`config.mk`:
```
export PLATFORM = sky130hd
export DESIGN_NAME = bfa_ctrl
export DESIGN_NICKNAME = d
export VERILOG_FILES = /design/src/rtl/bfa_pkg.sv /design/src/rtl/bfa_ctrl.sv
export SDC_FILE = /design/constraint.sdc
export NUM_CORES = 1
export LEC_CHECK = 0
export BUFFER_PORTS_ARGS = -buffer_cell sky130_fd_sc_hd__buf_2
export CAP_MARGIN = 20
export CELL_PAD_IN_SITES_DETAIL_PLACEMENT = 0
export CELL_PAD_IN_SITES_GLOBAL_PLACEMENT = 1
export CORE_UTILIZATION = 35
export CTS_CLUSTER_SIZE = 16
export DETAILED_ROUTE_END_ITERATION = 6
export PLACE_DENSITY = 0.86
export SLEW_MARGIN = 25
export SYNTH_ARGS = -nofsm -noshare
export SYNTH_HDL_FRONTEND = slang
export SYNTH_SLANG_ARGS = --single-unit
```
`constraint.sdc`:
```
create_clock -name clk -period 2.67 [get_ports clk]
set_input_delay 0.267 -clock clk [delete_from_list [all_inputs] [get_ports clk]]
set_output_delay 0.267 -clock clk [all_outputs]
set_load 0.005 [all_outputs]
```
`src/rtl/bfa_pkg.sv`:
```
// Package for the first-free bitmap allocator: map geometry, command codes,
// controller states and the structs passed between the controller, memory and top.
// No dependencies.
package bfa_pkg;

  // Map geometry
  localparam int MAP_BLOCKS      = 8;
  localparam int BLOCK_BYTES     = 1024;
  localparam int MAP_BYTES       = MAP_BLOCKS * BLOCK_BYTES;
  localparam int WORD_BYTES      = 8;
  localparam int WORD_BITS       = WORD_BYTES * 8;
  localparam int MAP_WORDS       = MAP_BYTES / WORD_BYTES;
  localparam int WORDS_PER_BLOCK = BLOCK_BYTES / WORD_BYTES;
  localparam int WORD_AW         = $clog2(MAP_WORDS);
  localparam int LIMIT_W         = $clog2(MAP_WORDS + 1);
  localparam int BLK_W           = $clog2(MAP_BLOCKS + 1);
  localparam int LANE_W          = $clog2(WORD_BYTES);
  localparam int POS_W           = $clog2(WORD_BITS);

  // Field widths
  localparam int CMD_W   = 2;
  localparam int BIDX_W  = 13;
  localparam int BYTE_W  = 8;
  localparam int AIDX_W  = 16;
  localparam int CFG_W   = 4;

  // Commands
  localparam logic [CMD_W-1:0] CMD_WRITE = 2'd0;
  localparam logic [CMD_W-1:0] CMD_READ  = 2'd1;
  localparam logic [CMD_W-1:0] CMD_ALLOC = 2'd2;

  typedef enum logic [1:0] {
    ST_IDLE,
    ST_RD_WAIT,
    ST_SCAN,
    ST_RESP
  } ctrl_state_t;

  typedef struct packed {
    logic                  en;
    logic [WORD_AW-1:0]    addr;
    logic [WORD_BYTES-1:0] be;
    logic [WORD_BITS-1:0]  data;
  } mem_wr_t;

  typedef struct packed {
    logic               en;
    logic [WORD_AW-1:0] addr;
  } mem_rd_t;

  typedef struct packed {
    logic              valid;
    logic [BYTE_W-1:0] read_byte;
    logic [AIDX_W-1:0] allocated_index;
    logic              map_full;
  } result_t;

endpackage

```
`src/rtl/bfa_ctrl.sv`:
```
// Command sequencer: byte write/read and the first-fit scan with read-modify-write.
// Drives the bitmap memory ports and hands one result per command to the top.
// Depends on bfa_pkg.
module bfa_ctrl
  import bfa_pkg::*;
(
  input  logic                 clk,
  input  logic                 rst_n,
  input  logic                 in_valid,
  output logic                 in_ready,
  input  logic [CMD_W-1:0]     in_cmd,
  input  logic [BIDX_W-1:0]    in_byte_index,
  input  logic [BYTE_W-1:0]    in_byte_value,
  input  logic [CFG_W-1:0]     blocks_in_use,
  output mem_wr_t              mem_wr,
  output mem_rd_t              mem_rd,
  input  logic [WORD_BITS-1:0] rd_data,
  input  logic                 out_free,
  output result_t              res
);

  ctrl_state_t          state_r, state_nxt;
  logic                 addr_ok_r, addr_ok_nxt;
  logic [LANE_W-1:0]    lane_r, lane_nxt;
  logic [LIMIT_W-1:0]   limit_r, limit_nxt;
  logic [LIMIT_W-1:0]   issue_ptr_r, issue_ptr_nxt;
  logic [WORD_AW-1:0]   chk_ptr_r, chk_ptr_nxt;
  logic                 chk_valid_r, chk_valid_nxt;
  logic [BYTE_W-1:0]    rd_byte_r, rd_byte_nxt;
  logic [AIDX_W-1:0]    aidx_r, aidx_nxt;
  logic                 full_r, full_nxt;

  logic                 accept;
  logic                 addr_ok_in;
  logic [WORD_AW-1:0]   word_in;
  logic [LANE_W-1:0]    lane_in;
  logic [BLK_W-1:0]     blocks_sat;
  logic [LIMIT_W-1:0]   limit_in;
  logic                 hit;
  logic                 last;
  logic                 issue;
  logic [POS_W-1:0]     pos;

  // Lowest clear bit of the word under test: lowest byte first, lowest bit first.
  function automatic logic [POS_W-1:0] first_zero(input logic [WORD_BITS-1:0] w);
    logic [POS_W-1:0] p;
    p = '0;
    for (int i = WORD_BITS - 1; i >= 0; i--) begin
      if (!w[i]) begin
        p = POS_W'(i);
      end
    end
    return p;
  endfunction

  assign accept     = in_valid && in_ready;
  assign addr_ok_in = (int'(in_byte_index) < MAP_BYTES);
  assign word_in    = WORD_AW'(in_byte_index >> LANE_W);
  assign lane_in    = in_byte_index[LANE_W-1:0];

  always_comb begin
    if (int'(blocks_in_use) > MAP_BLOCKS) begin
      blocks_sat = BLK_W'(MAP_BLOCKS);
    end else begin
      blocks_sat = BLK_W'(blocks_in_use);
    end
    limit_in = LIMIT_W'(int'(blocks_sat) * WORDS_PER_BLOCK);
  end

  assign hit   = chk_valid_r && (rd_data != {WORD_BITS{1'b1}});
  assign last  = chk_valid_r && !hit &&
                 ((LIMIT_W'(chk_ptr_r) + LIMIT_W'(1)) == limit_r);
  assign issue = (state_r == ST_SCAN) && !hit && (issue_ptr_r < limit_r);
  assign pos   = first_zero(rd_data);

  // Next state
  always_comb begin
    state_nxt = state_r;
    unique case (state_r)
      ST_IDLE: begin
        if (in_valid) begin
          case (in_cmd)
            CMD_READ:  state_nxt = ST_RD_WAIT;
            CMD_ALLOC: state_nxt = (limit_in == '0) ? ST_RESP : ST_SCAN;
            default:   state_nxt = ST_RESP;
          endcase
        end
      end
      ST_RD_WAIT: state_nxt = ST_RESP;
      ST_SCAN: begin
        if (hit || last) begin
          state_nxt = ST_RESP;
        end
      end
      ST_RESP: begin
        if (out_free) begin
          state_nxt = ST_IDLE;
        end
      end
      default: state_nxt = ST_IDLE;
    endcase
  end

  // Outputs
  always_comb begin
    in_ready  = 1'b0;
    mem_wr    = '0;
    mem_rd    = '0;
    res.valid = 1'b0;
    unique case (state_r)
      ST_IDLE: begin
        in_ready = 1'b1;
        if (in_valid && (in_cmd == CMD_WRITE)) begin
          mem_wr.en   = addr_ok_in;
          mem_wr.addr = word_in;
          mem_wr.be   = WORD_BYTES'(1) << lane_in;
          mem_wr.data = {WORD_BYTES{in_byte_value}};
        end
        if (in_valid && (in_cmd == CMD_READ)) begin
          mem_rd.en   = addr_ok_in;
          mem_rd.addr = word_in;
        end
      end
      ST_SCAN: begin
        mem_rd.en   = issue;
        mem_rd.addr = issue_ptr_r[WORD_AW-1:0];
        if (hit) begin
          mem_wr.en   = 1'b1;
          mem_wr.addr = chk_ptr_r;
          mem_wr.be   = WORD_BYTES'(1) << pos[POS_W-1:3];
          mem_wr.data = rd_data | (WORD_BITS'(1) << pos);
        end
      end
      ST_RESP:    res.valid = out_free;
      ST_RD_WAIT: ;
      default:    ;
    endcase
  end

  assign res.read_byte       = rd_byte_r;
  assign res.allocated_index = aidx_r;
  assign res.map_full        = full_r;

  // Datapath
  always_comb begin
    addr_ok_nxt   = addr_ok_r;
    lane_nxt      = lane_r;
    limit_nxt     = limit_r;
    issue_ptr_nxt = issue_ptr_r;
    chk_ptr_nxt   = chk_ptr_r;
    chk_valid_nxt = 1'b0;
    rd_byte_nxt   = rd_byte_r;
    aidx_nxt      = aidx_r;
    full_nxt      = full_r;
    if (accept) begin
      addr_ok_nxt   = addr_ok_in;
      lane_nxt      = lane_in;
      limit_nxt     = limit_in;
      issue_ptr_nxt = '0;
      rd_byte_nxt   = '0;
      aidx_nxt      = '0;
      full_nxt      = (in_cmd == CMD_ALLOC) && (limit_in == '0);
    end
    if (state_r == ST_RD_WAIT) begin
      rd_byte_nxt = addr_ok_r ? rd_data[{lane_r, 3'b000} +: BYTE_W] : '0;
    end
    if (state_r == ST_SCAN) begin
      chk_valid_nxt = issue;
      if (issue) begin
        chk_ptr_nxt   = issue_ptr_r[WORD_AW-1:0];
        issue_ptr_nxt = issue_ptr_r + LIMIT_W'(1);
      end
      if (hit) begin
        aidx_nxt = AIDX_W'({chk_ptr_r, pos});
      end
      if (last) begin
        full_nxt = 1'b1;
      end
    end
  end

  always_ff @(posedge clk) begin
    if (!rst_n) begin
      state_r     <= ST_IDLE;
      chk_valid_r <= 1'b0;
    end else begin
      state_r     <= state_nxt;
      chk_valid_r <= chk_valid_nxt;
    end
  end

  always_ff @(posedge clk) begin
    addr_ok_r   <= addr_ok_nxt;
    lane_r      <= lane_nxt;
    limit_r     <= limit_nxt;
    issue_ptr_r <= issue_ptr_nxt;
    chk_ptr_r   <= chk_ptr_nxt;
    rd_byte_r   <= rd_byte_nxt;
    aidx_r      <= aidx_nxt;
    full_r      <= full_nxt;
  end

endmodule

```
==> flow_summary.ini <==
[setup_path]
cp_max_fo = 6
required_ns = 2.40
cp.arrival_ns = 2.47
path_class = in2out
start_kind = input pin
setup.worst_path.end_class = output port
r2r_setup_slack_ns = 0.53

[floorplan]
core_um2 = 14000
boundaryPins = 216
die_w_um = 122
die_y_um = 122
initial_utilization = 0.360
die_area_um2 = 14900
fp-row-count = 43

[min_path]
hold_class = in2reg

[power]
p_leak_nw = 3.60
switching_share = 0.388
net-switching-power_mw = 1.45
peakVddDrop_mv = 0.415
cell_internal_pwr_mw = 2.28
pwr_density_cell_nw_per_um2 = 477
power_frac_comb = 0.466
power.share.clock = 0.184
pwr-share-seq = 0.350

[sta]
relSlewSlack = 0.507
finalCriticalPeriod_ns = 2.74
finalHoldViolCount = 0
finalSetupTns_ns = -0.108
finClkSkew_ns = 0.00537
worstMarginPinSlew_ns = 0.739
fin_hold_ws_ns = 0.198
fmax_mhz = 365
setup_viol = 3
rsz0062_at_grt = true
layout_setup_ws_ns = -0.0719
drv_slew = 0
fin_crit_sh = 1.03

[drt]
dr.pass1.iters = 5
vias = 7004
finalWirelength_mm = 24.6
drt-wirelength-per-cell_um = 21.4
drt_iter0_markers = 824
drc = 0
antenna_left = 0
viasPerCell = 6.09

[logic_synthesis]
yosysUniqueCellTypes = 64
syn_nets = 732
syn_inst = 625
synth_top_area_share = 0.149
yosysSeqAreaShare = 0.272
synthTopCellsByCount = 69 x a21oi_1, 64 x o21ai_0, 54 x nand2_1, 32 x nor2_1
ys_ff_latch = 56
yosys_most_used_dff = dfxtp_1
syn-cell-area_um2 = 5040
synth_edf_count = 25
yosys.cell_count.top_type = a21oi_1
synth_warnings = 0
synth_area_leaders = edfxtp_1 15%, dfxtp_1 12%, mux4_2 7.1%
async_flop_share = 0
avgSynthCellArea_um2 = 8.06
post-synth-top-area-cell = edfxtp_1

[clock_tree]
clk_pin_slew_ns = 0.08
cts_tree = done
cts_buffer_depth = 2
htreeDepth = 2
root_buffer = clkbuf_16
cts_buffers = 5
cts.sinks = 56
clock_latency_ns = 0.30
cts_hold_buf = 0

[outcome]
outcome = finished, violations left
violations = setup timing

[place]
hpwlAfterDp_mm = 19.3
placed_cells = 1129
gp_congestion = 1.02
port-buffer-count = 215
post-place-ws_ns = -0.170
placed_area_um2 = 7300

[final_layout]
instances_no_fill = 1150
fin_nets = 1076
final_area_um2 = 7830
area_growth_pct = 55.3
drive_gt1_frac = 0.468
diodes = 0
num-fill-cells = 1345

[global_routing]
grt_max_degree = 33
grt_antenna_before_repair = 0
grt_pass1_vias = 6263
grt.total_usage = 0.317
grt_pass1_wl_mm = 35.2
grt.overflow.total = 0

[flow_run]
max_cap_viol_count = 0
## layer usage
metal	GRT usage	part of all wire	vias up
met5	0	0	-
met4	0.123	0.037	0
li1	-	-	3119
met3	0.0627	0.11	74
met1	0.435	0.41	3296
met2	0.485	0.44	515
## critical path, stage by stage
cell and delay, ns:
buf_2 0.12, buf_4 0.16, nand4_1 0.09, nor2_1 0.20, o21ai_0 0.18, a211oi_2 0.32
nand2b_4 0.23, o211ai_1 0.22, o31ai_2 0.40, buf_4 0.16, buf_2 0.10
## power groups by stage
stage / clock, mW / sequential (mW) / combinational, mW
2_1_floorplan: 0 / 1.25 / 0.904
3_3_place_gp: 0 / 1.32 / 1.64
3_5_place_dp: 0 / 1.32 / 1.65
4_1_cts: 0.693 / 1.30 / 1.67
5_1_grt: 0.720 / 1.33 / 1.88
6_report: 0.688 / 1.31 / 1.74
## cell usage in the layout, fill, tap and decap left out, types with 8 or more instances in the layout
master	count
nand4_1	23
buf_4	154
o31ai_2	11
o31ai_1	18
ha_1	12
nand2_1	48
dfxtp_1	31
nor2b_1	18
o21ai_1	25
mux2i_1	8
a21oi_1	65
nand3_1	26
inv_1	26
nor2_1	27
o21ai_0	49
buf_2	214
and2_1	13
a22o_1	31
mux4_2	16
edfxtp_1	25
## through the flow
step / power, mW / util
after floorplan: 2.16 / -
after global placement: 2.95 / 0.522
after detailed placement: 2.97 / 0.522
after CTS: 3.66 / 0.541
after global routing: 3.93 / 0.559
final: 3.73 / 0.559
## flip-flops by register name, indices dropped and copies added (netlist names)
register     cells
lane_r           3
issue_ptr_r     11
chk_valid_r      1
full_r           1
rd_byte_r        8
chk_ptr_r       10
state_r          2
aidx_r          16
limit_r          4
## what timing repair did
action / CTS / global route
buffers inserted: 2 / 11
pin swaps: 6 / 16
endpoints found under the setup margin: 50 / 86
gates resized for setup: 20 / 54
## worst paths after layout
check,from,endpoint,depth (start not counted)
setup / recovery,rd_data[31],mem_wr[56],11
hold reg to reg,aidx_r[13]$_DFF_P_,aidx_r[13]$_DFF_P_,1
setup reg to reg,chk_ptr_r[3]$_DFFE_PP_,state_r[0]$_SDFFE_PN0P_,7
hold / removal,blocks_in_use[3],limit_r[10]$_DFFE_PP_,1
## cell families after synthesis
| family | after synthesis | synth area share |
|---|---|---|
| mux | 24 | 0.0874 |
| compound gates | 257 | 0.333 |
| buf+inv | 61 | 0.0492 |
| xor+xnor | 4 | 0.00695 |
| fa+ha+maj | 12 | 0.0298 |
| flops | 56 | 0.272 |
| simple gates | 211 | 0.221 |
## final cells by class
class                           instances  area [um2]  share of cell area
Clock inverter                          3        25.0             0.00320
Sequential cell                        56        1370               0.175
Clock buffer                            5         125              0.0160
Tap cell                              180         225              0.0288
Inverter                               26        97.6              0.0125
Timing Repair Buffer                  372        2290               0.293
Multi-Input combinational cell        508        3690               0.472
Note: power is estimated with default switching activity, not from simulation.
